[config.mk]
export PLATFORM = sky130hd
export DESIGN_NAME = short_name_8_3_builder
export DESIGN_NICKNAME = d
export VERILOG_FILES = /design/src/sn83_pkg.sv /design/src/sn83_char_class.sv /design/src/sn83_name_state.sv /design/src/short_name_8_3_builder.sv
export SDC_FILE = /design/constraint.sdc
export NUM_CORES = 1
export LEC_CHECK = 0
export BUFFER_PORTS_ARGS = -buffer_cell sky130_fd_sc_hd__buf_2
export CAP_MARGIN = 20
export CORE_ASPECT_RATIO = 0.7
export CORE_MARGIN = 5
export CORE_UTILIZATION = 40
export DETAILED_ROUTE_END_ITERATION = 7
export PLACE_DENSITY = 0.67
export SLEW_MARGIN = 20
export SYNTH_ARGS = -nofsm -noshare
export SYNTH_HDL_FRONTEND = slang
export SYNTH_SLANG_ARGS = --single-unit
[constraint.sdc]
create_clock -name clk -period 2.9 [get_ports clk]
set_input_delay 0.435 -clock clk [delete_from_list [all_inputs] [get_ports clk]]
set_output_delay 0.435 -clock clk [all_outputs]
set_load 0.01 [all_outputs]
[src/sn83_pkg.sv]
// ----------------------------------------------------------------------------
// sn83_pkg
// Shared types and constants of the 8.3 short name builder.
// ----------------------------------------------------------------------------
package sn83_pkg;

    localparam int CHAR_WIDTH     = 16;
    localparam int SHORT_WIDTH    = 7;
    localparam int BASE_SLOTS     = 8;
    localparam int EXT_SLOTS      = 3;
    localparam int BASE_CNT_WIDTH = 4;
    localparam int EXT_CNT_WIDTH  = 2;

    localparam logic [SHORT_WIDTH-1:0] CHAR_DOT = 7'h2E;

    // One bit per 7-bit code; set where the code is allowed in a short name
    localparam logic [127:0] VALID_MASK =
        128'h6FFF_FFFF_C7FF_FFFF_03FF_63FA_0000_0000;

    typedef struct packed {
        logic valid;
        logic dot;
    } sn83_class_t;

    typedef struct packed {
        logic                                ok;
        logic [BASE_SLOTS*SHORT_WIDTH-1:0]   base_chars;
        logic [BASE_CNT_WIDTH-1:0]           base_length;
        logic [EXT_SLOTS*SHORT_WIDTH-1:0]    ext_chars;
        logic [EXT_CNT_WIDTH-1:0]            ext_length;
    } sn83_result_t;

endpackage

[src/sn83_char_class.sv]
// ----------------------------------------------------------------------------
// sn83_char_class
// Classifies one UTF-16 code unit: allowed in a short name, and dot.
// ----------------------------------------------------------------------------
module sn83_char_class (
    input  logic [sn83_pkg::CHAR_WIDTH-1:0] char_code,
    output sn83_pkg::sn83_class_t           char_class
);
    import sn83_pkg::*;

    logic low_range;

    // Only codes below 0x80 can be in the set
    assign low_range        = (char_code[CHAR_WIDTH-1:SHORT_WIDTH] == '0);
    assign char_class.valid = low_range && VALID_MASK[char_code[SHORT_WIDTH-1:0]];
    assign char_class.dot   = low_range && (char_code[SHORT_WIDTH-1:0] == CHAR_DOT);

endmodule

[src/sn83_name_state.sv]
// ----------------------------------------------------------------------------
// sn83_name_state
// Per-name state: failure flag, base and extension stores and counts.
// Advances one beat per step and builds the result of the last beat.
// ----------------------------------------------------------------------------
module sn83_name_state #(
    parameter int BASE_LIMIT = 8,
    parameter int EXT_LIMIT  = 3
) (
    input  logic                        clk,
    input  logic                        rst_n,
    input  logic                        step,
    input  logic                        last,
    input  sn83_pkg::sn83_class_t       char_class,
    input  logic [sn83_pkg::SHORT_WIDTH-1:0] char_low,
    output sn83_pkg::sn83_result_t      result
);
    import sn83_pkg::*;

    logic                      failed_reg, failed_next;
    logic                      first_reg, first_next;
    logic                      in_ext_reg, in_ext_next;
    logic [BASE_CNT_WIDTH-1:0] base_count_reg, base_count_next;
    logic [EXT_CNT_WIDTH-1:0]  ext_count_reg, ext_count_next;
    logic [SHORT_WIDTH-1:0]    base_store_reg [BASE_LIMIT];
    logic [SHORT_WIDTH-1:0]    base_store_next [BASE_LIMIT];
    logic [SHORT_WIDTH-1:0]    ext_store_reg [EXT_LIMIT];
    logic [SHORT_WIDTH-1:0]    ext_store_next [EXT_LIMIT];

    // Updated state after the current beat, before the end-of-name clear
    always_comb
    begin
        failed_next     = failed_reg;
        in_ext_next     = in_ext_reg;
        base_count_next = base_count_reg;
        ext_count_next  = ext_count_reg;
        base_store_next = base_store_reg;
        ext_store_next  = ext_store_reg;
        if (!failed_reg)
        begin
            if (!char_class.valid || (first_reg && char_class.dot))
            begin
                failed_next = 1'b1;
            end
            else if (char_class.dot)
            begin
                // every dot restarts the extension
                in_ext_next    = 1'b1;
                ext_count_next = '0;
                for (int i = 0; i < EXT_LIMIT; i++)
                begin
                    ext_store_next[i] = '0;
                end
            end
            else if (in_ext_reg)
            begin
                if (ext_count_reg < EXT_CNT_WIDTH'(EXT_LIMIT))
                begin
                    for (int i = 0; i < EXT_LIMIT; i++)
                    begin
                        if (ext_count_reg == EXT_CNT_WIDTH'(i))
                        begin
                            ext_store_next[i] = char_low;
                        end
                    end
                    ext_count_next = ext_count_reg + 1'b1;
                end
            end
            else if (base_count_reg < BASE_CNT_WIDTH'(BASE_LIMIT))
            begin
                for (int i = 0; i < BASE_LIMIT; i++)
                begin
                    if (base_count_reg == BASE_CNT_WIDTH'(i))
                    begin
                        base_store_next[i] = char_low;
                    end
                end
                base_count_next = base_count_reg + 1'b1;
            end
        end
        first_next = 1'b0;
    end

    // Unused slots stay zero, so the stores pack straight into the result
    logic [BASE_SLOTS*SHORT_WIDTH-1:0] base_packed;
    logic [EXT_SLOTS*SHORT_WIDTH-1:0]  ext_packed;

    for (genvar g = 0; g < BASE_SLOTS; g++)
    begin : g_base_pack
        if (g < BASE_LIMIT)
        begin : g_used
            assign base_packed[g*SHORT_WIDTH +: SHORT_WIDTH] = base_store_next[g];
        end
        else
        begin : g_unused
            assign base_packed[g*SHORT_WIDTH +: SHORT_WIDTH] = '0;
        end
    end

    for (genvar g = 0; g < EXT_SLOTS; g++)
    begin : g_ext_pack
        if (g < EXT_LIMIT)
        begin : g_used
            assign ext_packed[g*SHORT_WIDTH +: SHORT_WIDTH] = ext_store_next[g];
        end
        else
        begin : g_unused
            assign ext_packed[g*SHORT_WIDTH +: SHORT_WIDTH] = '0;
        end
    end

    always_comb
    begin
        result.ok          = !failed_next;
        result.base_chars  = failed_next ? '0 : base_packed;
        result.base_length = failed_next ? '0 : base_count_next;
        result.ext_chars   = failed_next ? '0 : ext_packed;
        result.ext_length  = failed_next ? '0 : ext_count_next;
    end

    always_ff @(posedge clk or negedge rst_n)
    begin
        if (!rst_n)
        begin
            failed_reg     <= 1'b0;
            first_reg      <= 1'b1;
            in_ext_reg     <= 1'b0;
            base_count_reg <= '0;
            ext_count_reg  <= '0;
            for (int i = 0; i < BASE_LIMIT; i++)
            begin
                base_store_reg[i] <= '0;
            end
            for (int i = 0; i < EXT_LIMIT; i++)
            begin
                ext_store_reg[i] <= '0;
            end
        end
        else if (step)
        begin
            if (last)
            begin
                // name complete: back to the empty state
                failed_reg     <= 1'b0;
                first_reg      <= 1'b1;
                in_ext_reg     <= 1'b0;
                base_count_reg <= '0;
                ext_count_reg  <= '0;
                for (int i = 0; i < BASE_LIMIT; i++)
                begin
                    base_store_reg[i] <= '0;
                end
                for (int i = 0; i < EXT_LIMIT; i++)
                begin
                    ext_store_reg[i] <= '0;
                end
            end
            else
            begin
                failed_reg     <= failed_next;
                first_reg      <= first_next;
                in_ext_reg     <= in_ext_next;
                base_count_reg <= base_count_next;
                ext_count_reg  <= ext_count_next;
                base_store_reg <= base_store_next;
                ext_store_reg  <= ext_store_next;
            end
        end
    end

endmodule

[src/short_name_8_3_builder.sv]
// ----------------------------------------------------------------------------
// short_name_8_3_builder
// Builds a DOS-style 8.3 short name from a long name, one character a beat.
//
//   Channel | Signals                                   | Beat
//   --------+-------------------------------------------+-------------------
//   in      | in_valid/in_ready, char_code,last_of_name | one name character
//   out     | out_valid/out_ready, name_ok, base_chars, | one short name per
//           | base_length, ext_chars, ext_length        | flagged last beat
//
// One character per cycle while no last character waits on a stalled result:
// an input register feeds the classifier and state update, and the result
// register takes the outcome of the last character, raising out_valid.
// Reset returns to the empty-name state; no clearing pass is needed.
// A stalled result holds only the last character of the next name; other
// characters keep flowing.
// ----------------------------------------------------------------------------
module short_name_8_3_builder #(
    parameter int BASE_LIMIT = 8,
    parameter int EXT_LIMIT  = 3
) (
    input  logic                                                  clk,
    input  logic                                                  rst_n,
    input  logic                                                  in_valid,
    output logic                                                  in_ready,
    input  logic [sn83_pkg::CHAR_WIDTH-1:0]                       char_code,
    input  logic                                                  last_of_name,
    output logic                                                  out_valid,
    input  logic                                                  out_ready,
    output logic                                                  name_ok,
    output logic [sn83_pkg::BASE_SLOTS*sn83_pkg::SHORT_WIDTH-1:0] base_chars,
    output logic [sn83_pkg::BASE_CNT_WIDTH-1:0]                   base_length,
    output logic [sn83_pkg::EXT_SLOTS*sn83_pkg::SHORT_WIDTH-1:0]  ext_chars,
    output logic [sn83_pkg::EXT_CNT_WIDTH-1:0]                    ext_length
);
    import sn83_pkg::*;

    logic                  held_valid_reg;
    logic [CHAR_WIDTH-1:0] char_reg;
    logic                  last_reg;
    logic                  out_valid_reg;
    sn83_result_t          result_reg;
    sn83_result_t          result;
    sn83_class_t           char_class;
    logic                  step;

    // A held last character waits for room in the result register
    assign step     = held_valid_reg && (!last_reg || !out_valid_reg || out_ready);
    assign in_ready = !held_valid_reg || step;

    always_ff @(posedge clk or negedge rst_n)
    begin
        if (!rst_n)
        begin
            held_valid_reg <= 1'b0;
        end
        else if (in_ready)
        begin
            held_valid_reg <= in_valid;
        end
    end

    always_ff @(posedge clk)
    begin
        if (in_ready && in_valid)
        begin
            char_reg <= char_code;
            last_reg <= last_of_name;
        end
    end

    sn83_char_class u_class (
        .char_code  (char_reg),
        .char_class (char_class)
    );

    sn83_name_state #(
        .BASE_LIMIT (BASE_LIMIT),
        .EXT_LIMIT  (EXT_LIMIT)
    ) u_state (
        .clk        (clk),
        .rst_n      (rst_n),
        .step       (step),
        .last       (last_reg),
        .char_class (char_class),
        .char_low   (char_reg[SHORT_WIDTH-1:0]),
        .result     (result)
    );

    always_ff @(posedge clk or negedge rst_n)
    begin
        if (!rst_n)
        begin
            out_valid_reg <= 1'b0;
        end
        else if (step && last_reg)
        begin
            out_valid_reg <= 1'b1;
        end
        else if (out_ready)
        begin
            out_valid_reg <= 1'b0;
        end
    end

    always_ff @(posedge clk)
    begin
        if (step && last_reg)
        begin
            result_reg <= result;
        end
    end

    assign out_valid   = out_valid_reg;
    assign name_ok     = result_reg.ok;
    assign base_chars  = result_reg.base_chars;
    assign base_length = result_reg.base_length;
    assign ext_chars   = result_reg.ext_chars;
    assign ext_length  = result_reg.ext_length;

endmodule

# Yosys cells after proc, flatten, opt, wreduce, memory -nomap -nowiden
# Memory sizes are Yosys's and may differ from the RTL's. A register that Yosys moved wholly into a read port is not among the register bits.
# Cells that the tools add are included.
[totals] wordCells=111 output_inout_bits=86 rom_bits=128 n_memories=1 in_bits=21 ff_bits=189
[memory_table] memory="(no name shown)" words=128 word_bits=1 rd=1 rd_clocked_by_memory_dff=1 write_ports=0 line_no="sn83_char_class.sv:15" source="assign char_class.valid = low_range && VALID_MASK[char_code[SHORT_WIDTH-1:0]];"
[classes] reduce_logical=21 mux=47 magnitude_cmp=3 eq_ne=12 add_sub_neg=2
[ops] op="2-to-1 mux 56 bit" count=6
[ops] op="2-to-1 mux 21 bit" count=6
[ops] op="2-to-1 mux 7 bit" count=12
[ops] op="2-to-1 mux 4 bit" count=6
[ops] op="equality test 4 x 3 -> 1 bit, second input constant" count=4
[ops] op="2-to-1 mux 2 bit" count=6
[ops] op="2-to-1 mux 1 bit" count=11
[ops] op="zero test 9 bit" count=1
[ops] op="equality test 4 x 2 -> 1 bit, second input constant" count=2
[ops] op="less-than comparator 7 x 8 -> 1 bit, second input constant" count=1
[ops] op="equality test 7 x 6 -> 1 bit, second input constant" count=1
[ops] op="logical AND 1 bit" count=6
[ops] op="zero test 1 bit" count=5
[ops] op="adder 4 x 1 -> 4 bit, second input constant" count=1
[ops] op="equality test 4 x 1 -> 1 bit, second input constant" count=1
[ops] op="zero test 4 bit" count=1
[ops] op="logical OR 1 bit" count=4
[ops] op="less-than comparator 4 bit, second input constant" count=1
[ops] op="!= test 2 bit, second input constant" count=2
[ops] op="AND reduction 4 bit" count=1
[ops] op="nonzero test 2 bit" count=2
[ops] op="adder 2 x 1 -> 2 bit, second input constant" count=1
[ops] op="equality test 2 x 1 -> 1 bit, second input constant" count=1
[ops] op="equality test 2 bit, second input constant" count=1
[ops] op="2 further kinds" count=2

# Longest topological paths before layout
# Gate-level depths: netlist (run 1).
[logic_depth] depth_word=8 depth_mapped=11 mapped_depth_nobuf=10

# By module
# A second synthesis (run 1) with hierarchy kept.
[unflattened] hier_cells=663 area_unflattened_um2=8234.1
[by_module_without_submodules] module="sn83_name_state" cells_per_inst=536 instances=1 area_each_um2=4952.2 seq_area_each_um2=2153.3
[by_module_without_submodules] module="short_name_8_3_builder" cells_per_inst=111 instances=1 area_each_um2=3139.3 seq_area_each_um2=3083.0
[by_module_without_submodules] module="sn83_char_class" cells_per_inst=16 instances=1 area_each_um2=142.6 seq_area_each_um2=0.0

# Least setup slack after synthesis (run 1)
# OpenSTA, ideal clock, no wires.
[synth_timing] path_type="reg2reg" start="register last_reg" end="register result_reg, in the netlist base_chars[0], enable pin" setup_time_ns=0.437 n_path_buf=2 stages_incl_launch_ff=5 required_ns=2.463 synth_period_minus_slack_ns=3.096 setup_slack_ns=-0.196 arrival_ns=2.658 path_cell_list="edfxtp_1 clkbuf_1 clkbuf_1 nand2_1 inv_1"
[synth_between] elab_chain_cells=5
[synth_rtl] item="from (decl)" line_no="short_name_8_3_builder.sv:40" source="logic last_reg;"
[synth_rtl] item="from (signal assigned)" line_no="short_name_8_3_builder.sv:68" source="last_reg <= last_of_name;"
[synth_rtl] item="zero test 1 bit" line_no="short_name_8_3_builder.sv:48" source="assign step = held_valid_reg && (!last_reg || !out_valid_reg || out_ready);"
[synth_rtl] item="logical OR 1 bit (2 in a row)" line_no="short_name_8_3_builder.sv:48"
[synth_rtl] item="logical AND 1 bit" line_no="short_name_8_3_builder.sv:48"
[synth_rtl] item="logical AND 1 bit (*)" line_no="short_name_8_3_builder.sv:108" source="if (step && last_reg)"
[synth_rtl] item="to (signal assigned)" line_no="short_name_8_3_builder.sv:110" source="result_reg <= result;"
[synth_rtl] item="to (decl)" line_no="short_name_8_3_builder.sv:42" source="sn83_result_t result_reg;"
# Mark *: on every way between the ends. The rest lies on a longest branch, timed or not.
# A chain may end at the register's enable or synchronous reset.

# Final worst setup path (run 1)
[layout_timing] start="register char_reg[9]" end="register result_reg, in the netlist base_chars[33] (data pin)"
[layout_between] elab_chain_cells=6 elab_cells_between_ends=11 classes_between="mux (5); reduce/logical (6)"
[layout_rtl] item="from (decl)" line_no="short_name_8_3_builder.sv:39" source="logic [CHAR_WIDTH-1:0] char_reg;"
[layout_rtl] item="from (signal assigned)" line_no="short_name_8_3_builder.sv:67" source="char_reg <= char_code;"
[layout_rtl] item="zero test 9 bit (*)" line_no="sn83_char_class.sv:14" source="assign low_range = (char_code[CHAR_WIDTH-1:SHORT_WIDTH] == '0);"
[layout_rtl] item="logical AND 1 bit, on equally long branches" line_no="sn83_char_class.sv:15, sn83_char_class.sv:16"
[layout_rtl] item="zero test 1 bit / logical AND 1 bit (equally long branches)" line_no="sn83_name_state.sv:41" source="if (!char_class.valid || (first_reg && char_class.dot))"
[layout_rtl] item="logical OR 1 bit" line_no="sn83_name_state.sv:41"
[layout_rtl] item="2-to-1 mux 56 bit / 2-to-1 mux 1 bit (equally long branches)" line_no="sn83_name_state.sv:41"
[layout_rtl] item="2-to-1 mux 56 bit / 2-to-1 mux 1 bit (equally long branches)" line_no="sn83_name_state.sv:39" source="if (!failed_reg)"
# Marks and branches as above.

==> results.md, run 1 <==
- Post-route design area: 10200 µm²
- Synth Area in Compound Gates: around 12%
- RSZ-0062 raised after global routing: no
- CTS tree: done
- Mux share of post-synthesis cell area: 8.35%
- P per Cell Area: 648 nW/µm²
- Max clock buf depth: 2
- Final total power: 6600 µW
- Seq pwr share: 50.3%
- Die height: 134 µm
- Num CTS Buffers: 17
- Max-slew violations: 0
- Final Util: 47.1%
- Sw Pwr: 1790 µW
- Antenna Cells: 0
- DR vias: around 6300
- Internal: between 4000 and 5000 µW
- Post-CTS Repair Setup Buffers: 0
- Total GRT Usage: between 10% and 20%
- Largest family of logic cells by synthesized area: simple AND/OR/NAND/NOR gates
- WS Path Type: reg -> reg
- Syn. warnings: 0
- Clock sinks: 190
- Fin Setup TNS: 0 ns
- Area leader, netlist: edfxtp_1
- Layout cell share with drive strength beyond 1: 21.1%
- Core box area: around 22000 µm²
- Fmax: 415 MHz
- Worst vdd ir: 356 µV
- Fill count: 2013
- Synthesized area: 8780 µm²
- Final Skew: approximately 0.0094 ns
- DP Wirelength: 13.8 mm
- Switch share: 27.0%
- DIE WIDTH: 187 µm
- Area share of the largest cell type after synthesis: about 35%
- Post-synth cell types: 55
- Pleak: 0.00390 µW
- Max_cap viols: 0
- Syn nets: 809
- Final worst-path cycle share: 83.2%
- Flops & latches, synth: 190
- Total Nets Final: ~900
- Wire per inst: 19.2 µm
- First-pass GRT wire length: ~35 mm
- Initial antenna violation count: 0
- Async set-reset flop share out of synthesis: 46.3%
- Clk_lat worst skew: 0.43 ns
- Post-synth EDFFs: approximately 100
- Worst EP required: 3.06 ns
- Gate power share: 11.6%
- Post-cts hold buffer count: 0
- DRT antenna net count: 0
- Worst path bufs/invs: 0
- CTS root buf: clkbuf_16
- Num rows: 45
- First-pass DRT Iterations: 5
- Vias per inst: 5.39
- Slew HR: 52.7%
- Worst Tran Pin Value: 0.709 ns
- Area growth syn-to-layout: 16.0%
- Final Routed Wirelength: 22.3 mm
- Most instantiated cells after synthesis: nand2_1 (174), edfxtp_1 (101), dfrtp_1 (87), mux2i_1 (71), a21oi_1 (59)
- Synth top area cells: edfxtp_1 (35%), dfrtp_1 (25%), mux2i_1 (8.1%)
- IO Port Bufs: between 100 and 150
- Syn Inst Count: 782
- Slowest stage cell, crit path: or4_1
- Hold slack: between 0.02 and 0.03 ns
- Adder-Cell Fraction of Synth Area: 0.855%
- CTS clk-pin slew, worst paths: 0.07 ns
- Final RePlAce weighted congestion: 0.806
- CTS H-Tree Depth: 4
- CP top delay family: simple AND/OR/NAND/NOR gates
- Vias in the first global route: ~6000
- Grt total ovfl: 0
- Placed cell areas: 9560 µm²
- Critical Path Source Type: register
- Worst EP arrival: approximately 2.6 ns
- Synth Flop Type: edfxtp_1
- Iteration-0 DRC Markers: between 600 and 700
- I/O pins: 107
- Synth Area in Simple Gates: 15.1%
- CP cell instances: nor4_4, nand3_2, or4_1, nand2_1, a21oi_1
- # DRC: 0
- Status: complete, no violations
- Most frequent cell after synthesis: nand2_1
- Die area: 25100 µm²
- Worst min path class: in -> async
- Largest net degree at the start of global routing: 89
- Post-synthesis xor/xnor area fraction: 0.199%
- Setup violations, final: 0
- Sequential share of the synthesized area: between 50 and 60%
- Clock network power share: between 30% and 40%
- Fin crit period: between 2 and 2.5 ns
- Mapped Avg Cell Area: 11.2 µm²
- Worst setup EP type: register
- Crit-path max FO: 12
- CP max stage delay: 0.81 ns
- Post-CTS resize count: 0
- Initial core utilization: about two fifths
- Final Hold Vio Count: 0
## power by group through the flow
stage / logic (µW) / registers [µW] / clock network (µW)
4_1_cts: 771 / 3320 / 2550
5_1_grt: 873 / 3350 / 2670
6_report: 764 / 3320 / 2520
3_5_place_dp: 764 / 3370 / 0
3_3_place_gp: 741 / 3360 / 0
2_1_floorplan: 497 / 3340 / 0
## placed cells by master, fill, tap and decap left out, types with 6 or more instances in the layout
master | netlist | final
nand2_1 | 174 | 173
buf_2 | 12 | 105
edfxtp_1 | 101 | 101
dfrtp_1 | 87 | 87
mux2i_1 | 71 | 71
a21oi_1 | 59 | 59
o21ai_1 | 43 | 43
nor2_1 | 31 | 31
buf_4 | 0 | 28
a22o_1 | 22 | 22
o21ai_0 | 21 | 21
clkbuf_16 | 0 | 17
or4_1 | 8 | 8
o2bb2ai_1 | 8 | 8
and2_1 | 7 | 7
nor4_4 | 7 | 7
nand2b_1 | 7 | 7
ha_1 | 6 | 6
## cell type report
type / instances / area [µm²] / area share, %
multi-input cells: 519 / 3170 / 31.1
clock inverters: 13 / 176 / 1.73
well taps: 282 / 353 / 3.46
repair buffers: 134 / 756 / 7.42
flip-flops and latches: 190 / 5260 / 51.6
inverters: 6 / 26.3 / 0.258
clock buffers: 19 / 453 / 4.44
## cells by family (layout without fill, tap and decap cells)
| group | after synthesis | count (layout) |
|---|---|---|
| AO/OA/AOI/OAI | 170 | 170 |
| XOR/XNOR | 2 | 2 |
| adder cells (fa/ha/maj) | 6 | 6 |
| buffers and inverters | 73 | 172 |
| flip-flops | 190 | 190 |
| multiplexers | 73 | 73 |
| AND/OR/NAND/NOR | 268 | 268 |
## metal layers
metal  track usage [%]  vias to the layer above  routed length (µm)  part of all wire, %
met2              25.7                      223                9640                   43
met3              4.29                       26                1480                  6.6
met4              4.80                        0                 280                  1.3
met5                 0                        -                   0                    0
li1                  -                     2958                   -                    -
met1              26.4                     3064               10900                   49
## path summary, 6_finish.rpt
path                                   start                          to  slack, ns  depth (start not counted)
hold / removal                         rst_n  u_state.base_store_reg[23]       0.03                          2
min in group clk               char_code[12]                char_reg[12]       0.18                          1
hold reg to reg            u_state.first_reg           u_state.first_reg       0.49                          2
setup / recovery                 char_reg[9]              base_chars[33]       0.49                          5
setup reg to reg                 char_reg[9]              base_chars[33]       0.49                          5
max in group asynchronous              rst_n    u_state.ext_count_reg[1]       2.46                          2
## metrics by stage
stage,instances,worst slack (ns)
final,1163,0.488
after global routing,1163,0.328
after CTS,1163,0.500
after detailed placement,1131,0.508
after global placement,1131,0.576
after floorplan,782,0.227
No activity file was read; power rests on OpenSTA's default activity.
==> run 2: changes to the inputs <==
PLACE_DENSITY = 0.64   (was 0.67)
clock period = 2.4 ns   (was 2.9 ns; I/O delays follow)
==> run 2 against run 1 <==
Net effect: first-iteration DRC count shrank 12%; critical endpoint is now base_length[3]; worst setup slack lost 0.39 ns; critical path depth grew 1; largest cell class unchanged; clock-buffer cell count is the same; final cell count grew 0.86%; wire length shrank 1.5%; power grew 22%; final area grew 2.3%; clock power grew 24%.
==> results.md, run 2 (synthesized netlist as in run 1, its figures left out) <==
- CTS clk-pin slew, worst paths: 0.07 ns (about the same)
- Worst vdd ir: 477 µV (+34%)
- Worst setup EP type: register
- Vias per inst: 5.38 (-0.20%)
- Max-slew violations: 0 (unchanged)
- Die area: 25100 µm² (unchanged)
- Initial antenna violation count: 0 (unchanged)
- Worst EP arrival: 2.39 ns (-0.19 ns)
- DR vias: 6312 (+0.65%)
- Most frequent cells in the layout: nand2_1 (172), buf_2 (105), edfxtp_1 (101)
- Final Skew: 0.0121 ns (+0.00263 ns)
- Fmax: 435 MHz (+4.9%)
- Layout cell share with drive strength beyond 1: 22.2% (+1.1 points)
- CTS root buf: clkbuf_16
- Pleak: 0.00399 µW (+2.4%)
- Antenna Cells: 0 (unchanged)
- Fin crit period: 2.30 ns (-0.113 ns)
- Worst Hold End: char_reg[14]
- Num rows: 45 (unchanged)
- Max_cap viols: 0 (unchanged)
- Max clock buf depth: 2 (unchanged)
- P per Cell Area: 776 nW/µm² (+20%)
- Worst EP required: 2.49 ns (-0.57 ns)
- R2r setup slk: 0.10 ns (-0.39 ns)
- Status: complete, no violations
- Hold Path Cell Cnt: 1
- Final total power: 8080 µW (+22%)
- Initial core utilization: 40.6% (unchanged)
- Post-CTS Repair Setup Buffers: 0 (unchanged)
- Worst reg2reg path depth: 6 (+1)
- Vias in the first global route: 6045 (+0.25%)
- Reg2reg end: base_length[3]
- DP Wirelength: 13.8 mm (-0.28%)
- Iteration-0 DRC Markers: 560 (-12%)
- Clk_lat worst skew: 0.44 ns (about the same)
- Final Routed Wirelength: 22.0 mm (-1.5%)
- Die height: 134 µm (unchanged)
- Total Nets Final: 905 (+1.1%)
- Total GRT Usage: 17.5% (-0.23 points)
- Final RePlAce weighted congestion: 0.866 (+7.4%)
- Area growth syn-to-layout: 18.6%
- Fill count: 1950 (-3.1%)
- DRT antenna net count: 0 (unchanged)
- # DRC: 0 (unchanged)
- Core box area: 21600 µm² (unchanged)
- Final worst-path cycle share: 95.8% (+13 points)
- Largest net degree at the start of global routing: 77 (-13%)
- First-pass GRT wire length: 34.4 mm (-1.2%)
- Wire per inst: 18.7 µm (-2.3%)
- R2r startpoint: last_reg
- DIE WIDTH: 187 µm (unchanged)
- HP Start: char_code[14]
- Critical Path Source Type: register
- Setup violations, final: 0 (unchanged)
- Crit-path max FO: 76 (+64)
- Slew HR: 52.4% (-0.34 points)
- Worst min path class: in -> reg
- Worst Tran Pin Value: 0.714 ns (+0.00508 ns)
- CTS H-Tree Depth: 4 (unchanged)
- Setup crit start: last_reg
- Most common cell after layout, fill and taps aside: nand2_1
- Final Hold Vio Count: 0 (unchanged)
- Placed cells: 1140 (+0.80%)
- I/O pins: 107 (unchanged)
- WS Path Type: reg -> reg
- CTS tree: done
- Clock sinks: 190 (unchanged)
- First-pass DRT Iterations: 5 (unchanged)
- Num CTS Buffers: 17 (unchanged)
- Grt total ovfl: 0 (unchanged)
- Final Non-Filler Cells: 1173 (+0.86%)
- IO Port Bufs: 106 (unchanged)
- RSZ-0062 raised after global routing: no
-- run 2: power breakdown --
| part | leakage (µW) | switching [µW] | internal [µW] |
|---|---|---|---|
| Combinational | 0.00151 | 597 | 354 |
| Sequential | 0.00217 | 251 | 3760 |
| Clock | 0.000317 | 1290 | 1830 |
-- run 2: worst max-delay path by stage --
stage,endpoint,cells past startpoint,slack (ns)
global route,u_state.ext_store_reg[6],7,0.006
finish,base_length[3],6,0.10
CTS,base_chars[12],5,0.10
detailed placement,base_chars[12],5,0.12
floorplan,base_chars[0],5,-0.03
global placement,base_chars[1],6,0.17
-- run 2: repair_timing --
action	CTS	global route
endpoints found under the setup margin	0	9
hold buffers	1	0
resized for setup	0	2
hold endpoints to repair	18	0
-- run 2: critical path, stage by stage (launching register included) --
cell and delay [ns]:
edfxtp_1 0.35, buf_4 0.57, nand3b_1 0.23, and2_4 0.23
nand2_4 0.12, clkinvlp_4 0.13, buf_12 0.19
-- run 2: final cells by class --
cell class	count	area (µm²)	area share [%]
clock buffer	19	454	4.36
clock inverter	13	196	1.89
inverter	6	28.8	0.276
multi-input combinational	519	3190	30.6
sequential	190	5260	50.4
tap	282	353	3.39
timing repair buffer	144	946	9.08
-- run 2: metrics by stage --
step	setup TNS, ns	cell area (µm²)	hold WS [ns]	util, %	worst slack (ns)
6_report	0	10400	0.0988	48.2	0.101
5_1_grt	0	10400	0.0766	48.2	0.00644
4_1_cts	0	10400	0.0835	48.2	0.103
3_5_place_dp	0	9750	0.277	45.1	0.120
3_3_place_gp	0	9750	0.276	45.1	0.166
2_1_floorplan	-2.20	8810	0.0644	-	-0.0261
-- run 2: layer usage --
metal  vias up  share of wire [%]  GRT usage, %
li1       2972                  -             -
met1      3106                 50          27.0
met2       217                 43          24.8
met3        17                6.0          4.16
met4         0                1.0          3.90
met5         -                  0             0
==> run 3: changes to the inputs <==
CORE_ASPECT_RATIO = 0.9   (was 0.7)
==> run 3 against run 2 <==
Net effect: final area shrank 0.90%; via count down 0.73%; sequential cell count is the same; critical endpoint is now base_chars[40].
==> results.md, run 3 (synthesized netlist as in run 1, its figures left out) <==
- Status: complete, no violations
- Area growth syn-to-layout: 17.6%
- Max clock buf depth: 2 (unchanged)
- DIE WIDTH: 166 µm (-11%)
- Vias per inst: 5.30 (-1.5%)
- Die area: 25000 µm² (-0.17%)
- Final Hold Vio Count: 0 (unchanged)
- First-pass DRT Iterations: 7 (+2)
- Final Routed Wirelength: 21.7 mm (-1.3%)
- Reg2reg end: base_chars[40]
- DRT antenna net count: 0 (unchanged)
- Die height: 151 µm (+12%)
- Max-slew violations: 0 (unchanged)
- Worst Hold End: char_reg[7]
- GR peak layer: met2
- Critical Path Source Type: register
- Worst min path class: in -> reg
- Grt met1 use: 25.3% (-1.7 points)
- CTS root buf: clkbuf_16
- WS Path Type: reg -> reg
- Final RePlAce weighted congestion: 0.835 (-3.6%)
- Worst vdd ir: 446 µV (-6.5%)
- Max_cap viols: 0 (unchanged)
- DR vias: 6266 (-0.73%)
- HP Start: char_code[7]
- P per Cell Area: 762 nW/µm² (-1.8%)
- Initial antenna violation count: 0 (unchanged)
- I/O pins: 107 (unchanged)
- Num CTS Buffers: 17 (unchanged)
- Worst setup EP type: register
- R2r startpoint: char_reg[8]
- Wire per inst: 18.4 µm (-2.1%)
- Fill count: 1979 (+1.5%)
- Sw Pwr: 2130 µW (-0.17%)
- Setup violations, final: 0 (unchanged)
- Pleak: 0.00395 µW (-1.2%)
- Worst EP arrival: 2.43 ns (+0.04 ns)
- Total Nets Final: 905 (unchanged)
- Gate power share: 12.0% (+0.2 points)
- Seq pwr share: 50.9% (+1.3 points)
- CTS clk-pin slew, worst paths: 0.07 ns (about the same)
- Most common cell after layout, fill and taps aside: nand2_1
- Clock network power share: 37.0% (-1.6 points)
- CTS tree: done
- First-pass GRT wire length: 34.7 mm (+0.62%)
- Grt total ovfl: 0 (unchanged)
- Final Skew: 0.0130 ns (+0.000986 ns)
- IO Port Bufs: 106 (unchanged)
- RSZ-0062 raised after global routing: no
- Final Util: 47.7% (-0.46 points)
- R2r setup slk: 0.14 ns (+0.03 ns)
- Total GRT Usage: 17.7% (+0.23 points)
- Met2 global-route usage: 27.2% (+2.4 points)
- Clk_lat worst skew: 0.43 ns (about the same)
- Slew HR: 60.2% (+7.9 points)
- Fin crit period: 2.26 ns (-0.0346 ns)
- Crit-path max FO: 10 (-87%)
- DP Wirelength: 13.6 mm (-1.6%)
- Num rows: 51 (+13%)
- Met3 GRT Util: 4.54% (+0.38 points)
- Hold Path Cell Cnt: 1 (unchanged)
- Iteration-0 DRC Markers: 565 (+0.89%)
- Clock sinks: 190 (unchanged)
- Most frequent cells in the layout: nand2_1 (171), buf_2 (105), edfxtp_1 (101)
- Fmax: 442 MHz (+1.5%)
- Core box area: 21600 µm² (about the same)
- Switch share: 27.1% (+0.69 points)
- Layout cell share with drive strength beyond 1: 22.3% (+0.11 points)
- CTS H-Tree Depth: 4 (unchanged)
- Antenna Cells: 0 (unchanged)
- Vias in the first global route: 6138 (+1.5%)
- Final worst-path cycle share: 94.4% (-1.4 points)
- Worst Tran Pin Value: 0.596 ns (-0.118 ns)
- Fin Setup TNS: 0 ns (unchanged)
- Worst EP required: 2.56 ns (+0.07 ns)
- Initial core utilization: 40.6% (about the same)
- Internal: 5730 µW (-3.6%)
- Largest net degree at the start of global routing: 54 (-30%)
- Worst reg2reg path depth: 5 (-1)
- # DRC: 0 (unchanged)
-- run 3: cell types whose count changed in the layout (fill, tap and decap cells not counted), moves of 2 or more --
| cell | before | now |
|---|---|---|
| buf_12 | 10 | 4 |
| buf_4 | 28 | 34 |
| bufinv_16 | 4 | 2 |
| clkbuf_8 | 0 | 2 |
| clkinv_4 | 0 | 2 |
-- run 3: worst max path at each step --
stage                     start             end  slack [ns]  cells past startpoint
global route        char_reg[8]  base_chars[35]       0.003                      5
finish              char_reg[8]  base_chars[40]        0.14                      5
CTS                 char_reg[9]  base_chars[31]        0.11                      5
detailed placement    out_ready        register        0.10                     11
global placement      out_ready        register        0.14                     11
floorplan              last_reg   base_chars[0]       -0.03                      5
-- run 3: cell type report --
cell class                 instances  area, µm²  share of cell area [%]
clock buffer                      20        457                    4.42
clock inverter                    12        145                    1.41
inverter                           6       31.3                   0.303
multi-input combinational        519       3200                    31.0
sequential                       190       5260                    50.9
tap                              291        364                    3.53
timing repair buffer             144        871                    8.43
-- run 3: repair_timing --
action / 4_1_cts / 5_1_grt
gates resized for setup: 0 / 4
setup buffers: 0 / 0
setup endpoints to repair: 0 / 34
endpoints found under the hold margin: 32 / 0
hold buffers: 1 / 0
-- run 3: critical path, cell delays in order, from the launching register on --
cell      delay (ns)
edfxtp_1        0.41
nor4_2          0.41
nand3_4         0.21
or4_1           0.74
nand2_1         0.15
a21oi_1         0.07
-- run 3: stage by stage --
step           cells  setup WS (ns)  power (µW)  hold WS (ns)  area, µm²
3_3_place_gp    1149          0.144        4970         0.369       9690
6_report        1182          0.135        7860         0.100      10300
2_1_floorplan    782        -0.0261        4640        0.0644       8810
3_5_place_dp    1149          0.102        5010         0.364       9690
4_1_cts         1182          0.109        7900        0.0826      10300
5_1_grt         1182        0.00309        8240        0.0856      10300
-- run 3: power groups by stage --
| stage | Sequential (µW) | Combinational [µW] | Clock [µW] |
|---|---|---|---|
| global route | 4040 | 1080 | 3120 |
| floorplan | 4040 | 606 | 0 |
| global placement | 4050 | 922 | 0 |
| detailed placement | 4060 | 947 | 0 |
| CTS | 4000 | 954 | 2950 |
| finish | 4000 | 948 | 2910 |
-- run 3: per-layer routing --
metal,vias to the layer above,routed length [µm]
met1,3091,10200
li1,2982,-
met5,-,0
met3,21,1270
met4,0,260
met2,172,9990
